==> src/hdl/gqspe_pkg.sv <==
package gqspe_pkg;

   // parameter defaults
   localparam int MAX_VARS_DEF    = 32;
   localparam int FIXED_COUNT_DEF = 4;
   localparam int EQ_BITS_DEF     = 32;

   // field and register widths
   localparam int VAR_W      = 6;   // variable numbers, up to the largest MAX_VARS
   localparam int IDX_W      = 9;
   localparam int WORD_W     = 32;
   localparam int NUM_VARS_W = 6;
   localparam int FIX_VAL_W  = 4;
   localparam int FIX_IW     = $clog2(FIX_VAL_W);
   localparam int CSR_AW     = 3;
   localparam int CSR_DW     = 32;
   localparam logic [NUM_VARS_W-1:0] NUM_VARS_RST = 6'd32;

   // op queue depth between front and back
   localparam int Q_DEPTH = 4;

   // register map, word index = paddr[2]
   typedef enum logic {
      REG_NUM_VARS     = 1'b0,
      REG_FIXED_VALUES = 1'b1
   } reg_idx_type;

   // stream position
   typedef enum logic [1:0] {
      PH_CONST = 2'd0,
      PH_LIN   = 2'd1,
      PH_QUAD  = 2'd2
   } phase_type;

   // what the back end does with one coefficient
   typedef enum logic [2:0] {
      OP_NOP    = 3'd0,
      OP_SET0   = 3'd1,
      OP_XOR0   = 3'd2,
      OP_SETLIN = 3'd3,
      OP_XORLIN = 3'd4,
      OP_EMIT   = 3'd5
   } op_kind_type;

   typedef struct packed {
      op_kind_type        kind;
      logic [VAR_W-1:0]   addr;       // linear accumulator slot
      logic [IDX_W-1:0]   idx;        // output index for a kept quadratic term
      logic               last_coef;  // final coefficient, drain follows
      logic [VAR_W-1:0]   nn;         // kept variable count
   } op_type;

   typedef enum logic [1:0] {
      BK_RUN       = 2'd0,
      BK_DRAIN_RD  = 2'd1,
      BK_DRAIN_PUT = 2'd2
   } back_state_type;

endpackage

==> src/hdl/gqspe_ram.sv <==
module gqspe_ram #(
   parameter int WIDTH = 32,
   parameter int DEPTH = 28,
   parameter int AW    = (DEPTH > 1) ? $clog2(DEPTH) : 1
) (
   input  logic             clock,
   input  logic             wr_en,
   input  logic [AW-1:0]    wr_addr,
   input  logic [WIDTH-1:0] wr_data,
   input  logic             rd_en,
   input  logic [AW-1:0]    rd_addr,
   output logic [WIDTH-1:0] rd_data
);

   logic [WIDTH-1:0] mem_ff [DEPTH];
   logic [WIDTH-1:0] rd_data_ff;

   // one write port, one registered read port; read returns old data on collision
   always_ff @(posedge clock) begin
      if (wr_en) begin
         mem_ff[wr_addr] <= wr_data;
      end
      if (rd_en) begin
         rd_data_ff <= mem_ff[rd_addr];
      end
   end

   assign rd_data = rd_data_ff;

endmodule

==> src/hdl/gqspe_fifo.sv <==
module gqspe_fifo #(
   parameter int WIDTH = 8,
   parameter int DEPTH = 4
) (
   input  logic             clock,
   input  logic             reset,
   input  logic             push,
   input  logic [WIDTH-1:0] push_data,
   output logic             full,
   input  logic             pop,
   output logic [WIDTH-1:0] pop_data,
   output logic             empty
);

   localparam int PW = (DEPTH > 1) ? $clog2(DEPTH) : 1;

   logic [WIDTH-1:0] mem_ff [DEPTH];
   logic [PW:0]      wr_ptr_ff, wr_ptr_in;
   logic [PW:0]      rd_ptr_ff, rd_ptr_in;

   // pointers carry one wrap bit
   assign empty = (wr_ptr_ff == rd_ptr_ff);
   assign full  = (wr_ptr_ff[PW] != rd_ptr_ff[PW]) && (wr_ptr_ff[PW-1:0] == rd_ptr_ff[PW-1:0]);
   assign pop_data = mem_ff[rd_ptr_ff[PW-1:0]];

   always_comb begin
      wr_ptr_in = wr_ptr_ff;
      rd_ptr_in = rd_ptr_ff;
      if (push && !full) begin
         wr_ptr_in = wr_ptr_ff + 1'b1;
      end
      if (pop && !empty) begin
         rd_ptr_in = rd_ptr_ff + 1'b1;
      end
   end

   always_ff @(posedge clock) begin
      if (reset) begin
         wr_ptr_ff <= '0;
         rd_ptr_ff <= '0;
      end else begin
         wr_ptr_ff <= wr_ptr_in;
         rd_ptr_ff <= rd_ptr_in;
      end
   end

   // storage
   always_ff @(posedge clock) begin
      if (push && !full) begin
         mem_ff[wr_ptr_ff[PW-1:0]] <= push_data;
      end
   end

endmodule

==> src/hdl/gqspe_front.sv <==
module gqspe_front #(
   parameter int MAX_VARS    = gqspe_pkg::MAX_VARS_DEF,
   parameter int FIXED_COUNT = gqspe_pkg::FIXED_COUNT_DEF,
   parameter int EQ_BITS     = gqspe_pkg::EQ_BITS_DEF
) (
   input  logic                            clock,
   input  logic                            reset,
   // register port
   input  logic                            csr_psel,
   input  logic                            csr_penable,
   input  logic                            csr_pwrite,
   input  logic [gqspe_pkg::CSR_AW-1:0]    csr_paddr,
   input  logic [gqspe_pkg::CSR_DW-1:0]    csr_pwdata,
   output logic [gqspe_pkg::CSR_DW-1:0]    csr_prdata,
   // coefficient stream
   input  logic                            req_valid,
   output logic                            req_ready,
   input  logic [gqspe_pkg::WORD_W-1:0]    req_coef_word,
   // op queue
   output logic                            q_push,
   output gqspe_pkg::op_type               q_op,
   output logic [((EQ_BITS < gqspe_pkg::WORD_W) ? EQ_BITS : gqspe_pkg::WORD_W)-1:0] q_word,
   input  logic                            q_full
);

   localparam int WW         = (EQ_BITS < gqspe_pkg::WORD_W) ? EQ_BITS : gqspe_pkg::WORD_W;
   localparam int VW         = $clog2(MAX_VARS + 1);
   localparam int VAR_W      = gqspe_pkg::VAR_W;
   localparam int IDX_W      = gqspe_pkg::IDX_W;
   localparam int NUM_VARS_W = gqspe_pkg::NUM_VARS_W;
   localparam int FIX_VAL_W  = gqspe_pkg::FIX_VAL_W;
   localparam int FIX_IW     = gqspe_pkg::FIX_IW;
   localparam int CSR_DW     = gqspe_pkg::CSR_DW;
   localparam logic [VW-1:0] FC    = VW'(FIXED_COUNT);
   localparam logic [VW-1:0] N_MAX = VW'(MAX_VARS);
   localparam logic [VW-1:0] N_MIN = VW'(FIXED_COUNT + 1);
   localparam logic [NUM_VARS_W-1:0] NV_MAX = NUM_VARS_W'(MAX_VARS);
   localparam logic [NUM_VARS_W-1:0] NV_MIN = NUM_VARS_W'(FIXED_COUNT + 1);
   localparam logic [FIX_VAL_W-1:0] FIX_MASK =
      (FIXED_COUNT >= FIX_VAL_W) ? {FIX_VAL_W{1'b1}} : FIX_VAL_W'((1 << FIXED_COUNT) - 1);

   logic [NUM_VARS_W-1:0]  num_vars_ff, num_vars_in;
   logic [FIX_VAL_W-1:0]   fixed_ff, fixed_in;
   gqspe_pkg::phase_type   phase_ff, phase_in;
   logic [VW-1:0]          row_ff, row_in;
   logic [VW-1:0]          col_ff, col_in;
   logic [IDX_W-1:0]       idx_ff, idx_in;

   logic                   cfg_wr;
   gqspe_pkg::reg_idx_type cfg_idx;
   logic [VW-1:0]          n_eff;
   logic [VW-1:0]          nn;
   logic [IDX_W-1:0]       first_quad;
   logic                   fix_row;
   logic                   fix_col;

   function automatic logic fix_bit(input logic [VW-1:0] k, input logic [FIX_VAL_W-1:0] vals);
      logic r;
      r = 1'b0;
      if ((k < FC) && (k < VW'(FIX_VAL_W))) begin
         r = vals[k[FIX_IW-1:0]];
      end
      return r;
   endfunction

   // register access
   assign cfg_wr  = csr_psel && csr_penable && csr_pwrite;
   assign cfg_idx = gqspe_pkg::reg_idx_type'(csr_paddr[2]);

   always_comb begin
      case (cfg_idx)
         gqspe_pkg::REG_NUM_VARS:     csr_prdata = CSR_DW'(num_vars_ff);
         gqspe_pkg::REG_FIXED_VALUES: csr_prdata = CSR_DW'(fixed_ff);
         default:                     csr_prdata = '0;
      endcase
   end

   // variable count clamped into the supported range
   always_comb begin
      if (num_vars_ff > NV_MAX) begin
         n_eff = N_MAX;
      end else if (num_vars_ff < NV_MIN) begin
         n_eff = N_MIN;
      end else begin
         n_eff = VW'(num_vars_ff);
      end
   end

   assign nn         = n_eff - FC;
   assign first_quad = IDX_W'(nn) + 1'b1;
   assign fix_row    = fix_bit(row_ff, fixed_ff);
   assign fix_col    = fix_bit(col_ff, fixed_ff);

   // intake
   assign req_ready = !q_full;
   assign q_push    = req_valid && !q_full;
   assign q_word    = req_coef_word[WW-1:0];

   // classify the coefficient and step the monomial counters
   always_comb begin
      num_vars_in  = num_vars_ff;
      fixed_in     = fixed_ff;
      phase_in     = phase_ff;
      row_in       = row_ff;
      col_in       = col_ff;
      idx_in       = idx_ff;
      q_op         = '0;
      q_op.kind    = gqspe_pkg::OP_NOP;
      q_op.nn      = VAR_W'(nn);
      if (cfg_wr) begin
         case (cfg_idx)
            gqspe_pkg::REG_NUM_VARS:     num_vars_in = csr_pwdata[NUM_VARS_W-1:0];
            gqspe_pkg::REG_FIXED_VALUES: fixed_in = csr_pwdata[FIX_VAL_W-1:0] & FIX_MASK;
            default: ;
         endcase
         // any write drops the system in progress
         phase_in = gqspe_pkg::PH_CONST;
         row_in   = '0;
         col_in   = '0;
         idx_in   = first_quad;
      end else if (q_push) begin
         case (phase_ff)
            gqspe_pkg::PH_LIN: begin
               if (row_ff < FC) begin
                  q_op.kind = fix_row ? gqspe_pkg::OP_XOR0 : gqspe_pkg::OP_NOP;
               end else begin
                  q_op.kind = gqspe_pkg::OP_SETLIN;
                  q_op.addr = VAR_W'(row_ff - FC);
               end
               row_in = row_ff + 1'b1;
               if ((row_ff + 1'b1) >= n_eff) begin
                  phase_in = gqspe_pkg::PH_QUAD;
                  row_in   = '0;
                  col_in   = VW'(1);
                  idx_in   = first_quad;
               end
            end
            gqspe_pkg::PH_QUAD: begin
               if (row_ff < FC) begin
                  if (col_ff < FC) begin
                     q_op.kind = (fix_row && fix_col) ? gqspe_pkg::OP_XOR0 : gqspe_pkg::OP_NOP;
                  end else if (fix_row) begin
                     q_op.kind = gqspe_pkg::OP_XORLIN;
                     q_op.addr = VAR_W'(col_ff - FC);
                  end
               end else begin
                  q_op.kind = gqspe_pkg::OP_EMIT;
                  q_op.idx  = idx_ff;
                  idx_in    = idx_ff + 1'b1;
               end
               col_in = col_ff + 1'b1;
               if ((col_ff + 1'b1) >= n_eff) begin
                  row_in = row_ff + 1'b1;
                  col_in = row_ff + 2'd2;
                  if ((row_ff + 2'd2) >= n_eff) begin
                     // final coefficient: drain follows, start over
                     q_op.last_coef = 1'b1;
                     phase_in       = gqspe_pkg::PH_CONST;
                     row_in         = '0;
                     col_in         = '0;
                     idx_in         = first_quad;
                  end
               end
            end
            default: begin
               // constant term, also the unused phase code
               q_op.kind = gqspe_pkg::OP_SET0;
               phase_in  = gqspe_pkg::PH_LIN;
               row_in    = '0;
               col_in    = '0;
            end
         endcase
      end
   end

   always_ff @(posedge clock) begin
      if (reset) begin
         num_vars_ff <= gqspe_pkg::NUM_VARS_RST;
         fixed_ff    <= '0;
         phase_ff    <= gqspe_pkg::PH_CONST;
         row_ff      <= '0;
         col_ff      <= '0;
         idx_ff      <= IDX_W'(MAX_VARS - FIXED_COUNT + 1);
      end else begin
         num_vars_ff <= num_vars_in;
         fixed_ff    <= fixed_in;
         phase_ff    <= phase_in;
         row_ff      <= row_in;
         col_ff      <= col_in;
         idx_ff      <= idx_in;
      end
   end

endmodule

==> src/hdl/gqspe_back.sv <==
module gqspe_back #(
   parameter int MAX_VARS    = gqspe_pkg::MAX_VARS_DEF,
   parameter int FIXED_COUNT = gqspe_pkg::FIXED_COUNT_DEF,
   parameter int EQ_BITS     = gqspe_pkg::EQ_BITS_DEF
) (
   input  logic                            clock,
   input  logic                            reset,
   // op queue
   input  logic                            q_empty,
   output logic                            q_pop,
   input  gqspe_pkg::op_type               q_op,
   input  logic [((EQ_BITS < gqspe_pkg::WORD_W) ? EQ_BITS : gqspe_pkg::WORD_W)-1:0] q_word,
   // result stream
   output logic                            rsp_valid,
   input  logic                            rsp_ready,
   output logic [gqspe_pkg::IDX_W-1:0]     rsp_out_index,
   output logic [gqspe_pkg::WORD_W-1:0]    rsp_out_word,
   output logic                            rsp_last
);

   localparam int WW        = (EQ_BITS < gqspe_pkg::WORD_W) ? EQ_BITS : gqspe_pkg::WORD_W;
   localparam int VW        = $clog2(MAX_VARS + 1);
   localparam int LIN_DEPTH = MAX_VARS - FIXED_COUNT;
   localparam int AW        = (LIN_DEPTH > 1) ? $clog2(LIN_DEPTH) : 1;
   localparam int IDX_W     = gqspe_pkg::IDX_W;
   localparam int WORD_W    = gqspe_pkg::WORD_W;

   gqspe_pkg::back_state_type state_ff, state_in;
   logic                      b_vld_ff, b_vld_in;
   gqspe_pkg::op_type         b_op_ff;
   logic [WW-1:0]             b_word_ff;
   logic [WW-1:0]             acc0_ff, acc0_in;
   logic                      fwd_vld_ff;
   logic [AW-1:0]             fwd_addr_ff;
   logic [WW-1:0]             fwd_data_ff;
   logic [VW-1:0]             k_ff, k_in;
   logic [VW-1:0]             nn_ff, nn_in;
   logic                      out_vld_ff, out_vld_in;
   logic [IDX_W-1:0]          out_idx_ff, out_idx_in;
   logic [WW-1:0]             out_word_ff, out_word_in;
   logic                      out_last_ff, out_last_in;

   logic                      slot_free;
   logic                      out_load;
   logic                      b_done;
   logic                      wr_en;
   logic [AW-1:0]             wr_addr;
   logic [WW-1:0]             wr_data;
   logic                      rd_en;
   logic [AW-1:0]             rd_addr;
   logic [WW-1:0]             rd_data;
   logic [AW-1:0]             b_addr;
   logic [WW-1:0]             lin_old;

   // linear accumulators 1..nn; every slot is set in the linear phase before use
   gqspe_ram #(
      .WIDTH (WW),
      .DEPTH (LIN_DEPTH),
      .AW    (AW)
   ) u_acc_ram (
      .clock   (clock),
      .wr_en   (wr_en),
      .wr_addr (wr_addr),
      .wr_data (wr_data),
      .rd_en   (rd_en),
      .rd_addr (rd_addr),
      .rd_data (rd_data)
   );

   assign slot_free = !out_vld_ff || rsp_ready;
   assign b_addr    = b_op_ff.addr[AW-1:0];
   assign b_done    = b_vld_ff && ((b_op_ff.kind != gqspe_pkg::OP_EMIT) || slot_free);

   // take the next op once the held one retires, never past a drain request
   assign q_pop = !q_empty && (state_ff == gqspe_pkg::BK_RUN) &&
                  (!b_vld_ff || (b_done && !b_op_ff.last_coef));

   // read port: operand fetch on pop, sequential reads in the drain
   assign rd_en   = q_pop || (state_ff == gqspe_pkg::BK_DRAIN_RD);
   assign rd_addr = (state_ff == gqspe_pkg::BK_DRAIN_RD) ? AW'(k_ff - 1'b1)
                                                          : q_op.addr[AW-1:0];

   // bypass the write of the previous cycle
   assign lin_old = (fwd_vld_ff && (fwd_addr_ff == b_addr)) ? fwd_data_ff : rd_data;

   always_comb begin
      state_in    = state_ff;
      b_vld_in    = b_vld_ff;
      acc0_in     = acc0_ff;
      k_in        = k_ff;
      nn_in       = nn_ff;
      wr_en       = 1'b0;
      wr_addr     = b_addr;
      wr_data     = b_word_ff;
      out_load    = 1'b0;
      out_idx_in  = out_idx_ff;
      out_word_in = out_word_ff;
      out_last_in = out_last_ff;
      case (state_ff)
         gqspe_pkg::BK_RUN: begin
            if (b_done) begin
               case (b_op_ff.kind)
                  gqspe_pkg::OP_SET0:   acc0_in = b_word_ff;
                  gqspe_pkg::OP_XOR0:   acc0_in = acc0_ff ^ b_word_ff;
                  gqspe_pkg::OP_SETLIN: wr_en = 1'b1;
                  gqspe_pkg::OP_XORLIN: begin
                     wr_en   = 1'b1;
                     wr_data = lin_old ^ b_word_ff;
                  end
                  gqspe_pkg::OP_EMIT: begin
                     out_load    = 1'b1;
                     out_idx_in  = b_op_ff.idx;
                     out_word_in = b_word_ff;
                     out_last_in = 1'b0;
                  end
                  default: ;
               endcase
               if (b_op_ff.last_coef) begin
                  state_in = gqspe_pkg::BK_DRAIN_PUT;
                  k_in     = '0;
                  nn_in    = VW'(b_op_ff.nn);
               end
            end
            if (q_pop) begin
               b_vld_in = 1'b1;
            end else if (b_done) begin
               b_vld_in = 1'b0;
            end
         end
         gqspe_pkg::BK_DRAIN_RD: begin
            state_in = gqspe_pkg::BK_DRAIN_PUT;
         end
         gqspe_pkg::BK_DRAIN_PUT: begin
            if (slot_free) begin
               out_load    = 1'b1;
               out_idx_in  = IDX_W'(k_ff);
               out_word_in = (k_ff == '0) ? acc0_ff : rd_data;
               out_last_in = (k_ff == nn_ff);
               if (k_ff == nn_ff) begin
                  state_in = gqspe_pkg::BK_RUN;
               end else begin
                  k_in     = k_ff + 1'b1;
                  state_in = gqspe_pkg::BK_DRAIN_RD;
               end
            end
         end
         default: state_in = gqspe_pkg::BK_RUN;
      endcase
   end

   // output register
   always_comb begin
      out_vld_in = out_vld_ff;
      if (out_load) begin
         out_vld_in = 1'b1;
      end else if (rsp_ready) begin
         out_vld_in = 1'b0;
      end
   end

   always_ff @(posedge clock) begin
      if (reset) begin
         state_ff   <= gqspe_pkg::BK_RUN;
         b_vld_ff   <= 1'b0;
         fwd_vld_ff <= 1'b0;
         out_vld_ff <= 1'b0;
         k_ff       <= '0;
         nn_ff      <= '0;
      end else begin
         state_ff   <= state_in;
         b_vld_ff   <= b_vld_in;
         fwd_vld_ff <= wr_en;
         out_vld_ff <= out_vld_in;
         k_ff       <= k_in;
         nn_ff      <= nn_in;
      end
   end

   // payload
   always_ff @(posedge clock) begin
      if (q_pop) begin
         b_op_ff   <= q_op;
         b_word_ff <= q_word;
      end
      acc0_ff     <= acc0_in;
      fwd_addr_ff <= wr_addr;
      fwd_data_ff <= wr_data;
      out_idx_ff  <= out_idx_in;
      out_word_ff <= out_word_in;
      out_last_ff <= out_last_in;
   end

   assign rsp_valid     = out_vld_ff;
   assign rsp_out_index = out_idx_ff;
   assign rsp_out_word  = WORD_W'(out_word_ff);
   assign rsp_last      = out_last_ff;

endmodule

==> src/hdl/gf2_quadratic_system_partial_eval_top.sv <==
// Channel | Handshake           | Payload                                 | Role
// req     | req_valid/req_ready | req_coef_word                           | coefficient in
// rsp     | rsp_valid/rsp_ready | rsp_out_index, rsp_out_word, rsp_last   | reduced system out
// csr     | csr_psel/penable    | csr_paddr, csr_pwdata, csr_prdata       | num_vars 0x0, fixed 0x4
//
// One coefficient per cycle while the op queue has room; kept quadratic terms leave
// through the output register after they reach the back end.
// After the final coefficient the drain puts the constant, then does a read and a put
// per linear slot through the single read port of the accumulator RAM.
// Reset is synchronous; the accumulator RAM needs no clearing pass (slots are set before use).
// A stalled result holds the back end; the 4-entry queue then fills and drops req_ready.
module gf2_quadratic_system_partial_eval_top #(
   parameter int MAX_VARS    = gqspe_pkg::MAX_VARS_DEF,
   parameter int FIXED_COUNT = gqspe_pkg::FIXED_COUNT_DEF,
   parameter int EQ_BITS     = gqspe_pkg::EQ_BITS_DEF
) (
   input  logic                            clock,
   input  logic                            reset,
   input  logic                            csr_psel,
   input  logic                            csr_penable,
   input  logic                            csr_pwrite,
   input  logic [gqspe_pkg::CSR_AW-1:0]    csr_paddr,
   input  logic [gqspe_pkg::CSR_DW-1:0]    csr_pwdata,
   output logic [gqspe_pkg::CSR_DW-1:0]    csr_prdata,
   output logic                            csr_pready,
   input  logic                            req_valid,
   output logic                            req_ready,
   input  logic [gqspe_pkg::WORD_W-1:0]    req_coef_word,
   output logic                            rsp_valid,
   input  logic                            rsp_ready,
   output logic [gqspe_pkg::IDX_W-1:0]     rsp_out_index,
   output logic [gqspe_pkg::WORD_W-1:0]    rsp_out_word,
   output logic                            rsp_last
);

   localparam int WW  = (EQ_BITS < gqspe_pkg::WORD_W) ? EQ_BITS : gqspe_pkg::WORD_W;
   localparam int QW  = $bits(gqspe_pkg::op_type) + WW;

   logic              f_push;
   gqspe_pkg::op_type f_op;
   logic [WW-1:0]     f_word;
   logic              q_full;
   logic              q_empty;
   logic              q_pop;
   logic [QW-1:0]     q_data;
   gqspe_pkg::op_type q_op;
   logic [WW-1:0]     q_word;

   assign csr_pready = 1'b1;

   gqspe_front #(
      .MAX_VARS    (MAX_VARS),
      .FIXED_COUNT (FIXED_COUNT),
      .EQ_BITS     (EQ_BITS)
   ) u_front (
      .clock         (clock),
      .reset         (reset),
      .csr_psel      (csr_psel),
      .csr_penable   (csr_penable),
      .csr_pwrite    (csr_pwrite),
      .csr_paddr     (csr_paddr),
      .csr_pwdata    (csr_pwdata),
      .csr_prdata    (csr_prdata),
      .req_valid     (req_valid),
      .req_ready     (req_ready),
      .req_coef_word (req_coef_word),
      .q_push        (f_push),
      .q_op          (f_op),
      .q_word        (f_word),
      .q_full        (q_full)
   );

   gqspe_fifo #(
      .WIDTH (QW),
      .DEPTH (gqspe_pkg::Q_DEPTH)
   ) u_queue (
      .clock     (clock),
      .reset     (reset),
      .push      (f_push),
      .push_data ({f_op, f_word}),
      .full      (q_full),
      .pop       (q_pop),
      .pop_data  (q_data),
      .empty     (q_empty)
   );

   assign {q_op, q_word} = q_data;

   gqspe_back #(
      .MAX_VARS    (MAX_VARS),
      .FIXED_COUNT (FIXED_COUNT),
      .EQ_BITS     (EQ_BITS)
   ) u_back (
      .clock         (clock),
      .reset         (reset),
      .q_empty       (q_empty),
      .q_pop         (q_pop),
      .q_op          (q_op),
      .q_word        (q_word),
      .rsp_valid     (rsp_valid),
      .rsp_ready     (rsp_ready),
      .rsp_out_index (rsp_out_index),
      .rsp_out_word  (rsp_out_word),
      .rsp_last      (rsp_last)
   );

endmodule

==> config.mk <==
export PLATFORM = sky130hd
export DESIGN_NAME = gf2_quadratic_system_partial_eval_top
export DESIGN_NICKNAME = d
export VERILOG_FILES = /design/src/hdl/gqspe_pkg.sv /design/src/hdl/gqspe_ram.sv /design/src/hdl/gqspe_fifo.sv /design/src/hdl/gqspe_front.sv /design/src/hdl/gqspe_back.sv /design/src/hdl/gf2_quadratic_system_partial_eval_top.sv
export SDC_FILE = /design/constraint.sdc
export NUM_CORES = 2
export LEC_CHECK = 0
export BUFFER_PORTS_ARGS = -buffer_cell sky130_fd_sc_hd__clkbuf_2
export CAP_MARGIN = 30
export CORE_ASPECT_RATIO = 1.25
export CORE_MARGIN = 4
export CORE_UTILIZATION = 28
export DETAILED_ROUTE_END_ITERATION = 8
export PLACE_DENSITY = 0.46
export SETUP_SLACK_MARGIN = 0.15
export SYNTH_ARGS = -nofsm -noshare
export SYNTH_HDL_FRONTEND = slang
export SYNTH_SLANG_ARGS = --single-unit
==> constraint.sdc <==
create_clock -name clock -period 7.91 [get_ports clock]
set_input_delay 1.1865 -clock clock [delete_from_list [all_inputs] [get_ports clock]]
set_output_delay 1.1865 -clock clock [all_outputs]
set_load 0.05 [all_outputs]
==> metrics.json <==
{
  "run_status": "complete, no violations",
  "worstSetupEndpointType": "flop",
  "unique_cell_type_count_in_the_yosys_netlist": 73,
  "power-per-cell-area_mw_per_mm2": 375,
  "die_w_um": 405,
  "fmax_mhz": 235,
  "drc": 0,
  "fillCellCount": 18900,
  "dieHeight_um": 504,
  "drt_first_iter_violations": 2144,
  "grt_util_all_layers": 0.141,
  "ranking_of_synthesized_cells_by_area": "sky130_fd_sc_hd__edfxtp_1 70%, sky130_fd_sc_hd__nand2_1 3.7%, sky130_fd_sc_hd__dfxtp_1 3.5%, sky130_fd_sc_hd__mux2i_1 3.1%, sky130_fd_sc_hd__mux4_2 2.3%",
  "pre_cts_ws_ns": 3.29,
  "postSynthAreaPerCell_sq_um": 15.2,
  "min-delay-path-class": "flop to flop",
  "maxSlewViolCount": 0,
  "floorplan.initialDensity": 0.282,
  "core_area_sq_mm": 0.195,
  "die-area_sq_mm": 0.204,
  "timing.final.setup_violations": 0,
  "critical_path.max_fanout": 42,
  "synth_top_area_frac": 0.699,
  "tritoncts": "built",
  "cts_made_buffers": 135,
  "cts_post_setup_buffers_inserted": 0,
  "ff2ff_path_depth": 8,
  "post_synthesis_cell_count": 3629,
  "cts_root_buffer": "sky130_fd_sc_hd__clkbuf_16",
  "place_congestion": 0.748,
  "synth_area_leader_cell": "sky130_fd_sc_hd__edfxtp_1",
  "grt_max_degree": 126,
  "skew_ns": 0.0300,
  "dominant_combinational_cell_family_by_area_after_synthesis": "compound AO/OA/AOI/OAI gates",
  "slew-limit-headroom": 0.353,
  "rsz0062_at_grt": "no",
  "drt-vias-per-instance": 4.78,
  "avgRoutedWirePerCell_um": 22.7,
  "worstPathArrival_ns": 4.73,
  "timing.hold.ws_ns": 0.470,
  "port_buffers": 95,
  "cts_hold_repair.buffers": 0,
  "portion_of_the_post_synthesis_area_used_by_sequential_elements": 0.734,
  "clock_sinks": 1377,
  "ant_nets": 0,
  "required_ns": 8.38,
  "yosys_most_used_dff": "sky130_fd_sc_hd__edfxtp_1",
  "critical_path.startpoint_type": "flop",
  "vias": 30800,
  "worst_hold_path.num_cells": 2,
  "initial_antenna_violation_count": 1,
  "yosys_register_bits": 1377,
  "synthAdderAreaFrac": 0.00864,
  "r2r_slack_ns": 3.65,
  "worst-slew-pin-transition_ns": 0.964,
  "cts_repair_resize_count": 0,
  "timing.setup.tns_ns": 0,
  "number_of_enable_type_register_cells_in_the_synthesized_netlist": 1282,
  "total_power_mw": 23.8,
  "htree_levels": 4,
  "finalNonFillerCells": 6427,
  "yosys_warnings": 0,
  "syn_area_sq_mm": 0.0550,
  "leakage_dissipation_nw": 20.8,
  "synth-async-reset-ratio": 0,
  "synth-compound-area-share": 0.0822,
  "dp.final_hpwl_um": 82300,
  "buffer_levels_on_the_longest_clock_path": 3,
  "hold_violations_final": 0,
  "numPlacedInstances": 6177,
  "routed_wire_length_um": 146000,
  "post-route-worst-setup-slack_ns": 3.65,
  "overflow_left_after_global_routing": 0,
  "design.final.nets": 3868,
  "netlist_top_cells_count": "1282 x sky130_fd_sc_hd__edfxtp_1, 546 x sky130_fd_sc_hd__nand2_1, 241 x sky130_fd_sc_hd__a21oi_1",
  "period_minus_slack_ns": 4.26,
  "grt_pass1_wl_um": 214000,
  "area.growth.synth_to_final_pct": 15.3,
  "synth.area.mux_share": 0.0657,
  "core.rowCount": 181,
  "drive_gt1_frac": 0.155,
  "clk_transition_reported_paths_ns": 0.06,
  "min_period_over_period": 0.538,
  "first_global_vias": 30500,
  "drtPass1Iterations": 5,
  "worstSetupPathType": "flop to flop",
  "post-synth-top-count-cell": "sky130_fd_sc_hd__edfxtp_1",
  "synthesized_area_fraction_occupied_by_and_or_nand_nor_cells": 0.0690,
  "synthXorXnorAreaFrac": 0.0169,
  "worst_supply_voltage_drop_on_vdd_mv": 0.271,
  "worst_skew_pair.late_latency_ns": 0.78,
  "top_level_ports": 151,
  "drv.max_cap_violation_count": 0
}
per-stage QoR:
step / utilization / instance area [sq um]
after floorplan: - / 55200
after global placement: 0.302 / 58900
after detailed placement: 0.303 / 59100
after CTS: 0.325 / 63400
after global routing: 0.325 / 63500
final: 0.325 / 63500
placed cells by master (no fill, tap or decap), types with 32 or more instances in the layout:
cell type / instances
sky130_fd_sc_hd__clkbuf_2: 95
sky130_fd_sc_hd__nand3_1: 96
sky130_fd_sc_hd__o21ai_0: 49
sky130_fd_sc_hd__dfxtp_1: 93
sky130_fd_sc_hd__nor2_1: 111
sky130_fd_sc_hd__mux2i_1: 171
sky130_fd_sc_hd__mux4_2: 55
sky130_fd_sc_hd__mux2_2: 50
sky130_fd_sc_hd__nand2_1: 543
sky130_fd_sc_hd__clkbuf_16: 138
sky130_fd_sc_hd__buf_4: 83
sky130_fd_sc_hd__ha_1: 38
sky130_fd_sc_hd__xnor2_1: 54
sky130_fd_sc_hd__a21oi_1: 240
sky130_fd_sc_hd__a22oi_1: 37
sky130_fd_sc_hd__clkbuf_1: 42
sky130_fd_sc_hd__a211oi_1: 55
sky130_fd_sc_hd__edfxtp_1: 1282
sky130_fd_sc_hd__a31oi_1: 32
sky130_fd_sc_hd__a32oi_1: 50
final cells by class:
type	count	area [sq um]	share of cell area
clock buffer	189	3730	0.0588
multi-input combinational	2014	14000	0.220
timing repair buffer	199	1440	0.0227
antenna	1	2.50	0.0000394
inverter	29	109	0.00172
tap	2562	3210	0.0505
clock inverter	56	578	0.00911
sequential	1377	40400	0.637
metal layers:
metal  vias up  GRT usage  wire length [um]
li1      14100          -                 -
met1     15900      0.180             62600
met2       645      0.248             74800
met3       172     0.0228              5810
met4         0     0.0357              2930
met5         -          0                 0
critical path, cell delays in order (launching register included):
cell                      delay [ns]
sky130_fd_sc_hd__dfxtp_4        0.54
sky130_fd_sc_hd__buf_4          0.60
sky130_fd_sc_hd__mux4_2         0.47
sky130_fd_sc_hd__mux2i_1        0.57
sky130_fd_sc_hd__nand2_1        0.11
sky130_fd_sc_hd__buf_4          0.33
sky130_fd_sc_hd__nor2_1         0.70
sky130_fd_sc_hd__a22oi_1        0.31
sky130_fd_sc_hd__o211a_1        0.29
registers in the layout, indices dropped and copies added, names as in the netlist, 4 cells and up, named ones only:
name,flops
u_back.acc0_ff,32
u_back.b_addr,5
u_back.b_op_ff,19
u_back.b_word_ff,32
u_back.fwd_addr_ff,5
u_back.fwd_data_ff,32
u_back.k_ff,6
u_back.nn_ff,6
u_back.rsp_out_index,9
u_back.rsp_out_word,32
u_back.u_acc_ram.mem_ff,896
u_back.u_acc_ram.rd_data,32
u_front.col_ff,6
u_front.fixed_ff,4
u_front.idx_ff,9
u_front.num_vars_ff,6
u_front.row_ff,6
u_queue.mem_ff,224
final timing paths:
check	endpoint	from
min reg2reg	u_front.idx_ff[8]$_SDFFE_PP0P_	u_front.idx_ff[8]$_SDFFE_PP0P_
min	u_front.idx_ff[8]$_SDFFE_PP0P_	u_front.idx_ff[8]$_SDFFE_PP0P_
max reg2reg	u_back.u_acc_ram.rd_data[7]$_DFFE_PP_	flop
max	u_back.u_acc_ram.rd_data[7]$_DFFE_PP_	flop
logic make-up (layout without fill, tap and decap cells):
kind of cell | count (synthesis) | count (layout)
adder cells (fa/ha/maj) | 38 | 38
AND/OR/NAND/NOR | 896 | 896
XOR/XNOR | 106 | 106
multiplexers | 285 | 285
buffers and inverters | 267 | 473
other | 2 | 32
flip-flops | 1377 | 1377
AO/OA/AOI/OAI | 658 | 658
where the power goes:
part | switching [mW] | leakage (nW) | internal, mW
registers | 0.546 | 12.4 | 9.76
clock network | 2.81 | 2.10 | 3.53
logic | 4.99 | 6.26 | 2.18
No activity file was read; power rests on OpenSTA's default activity.
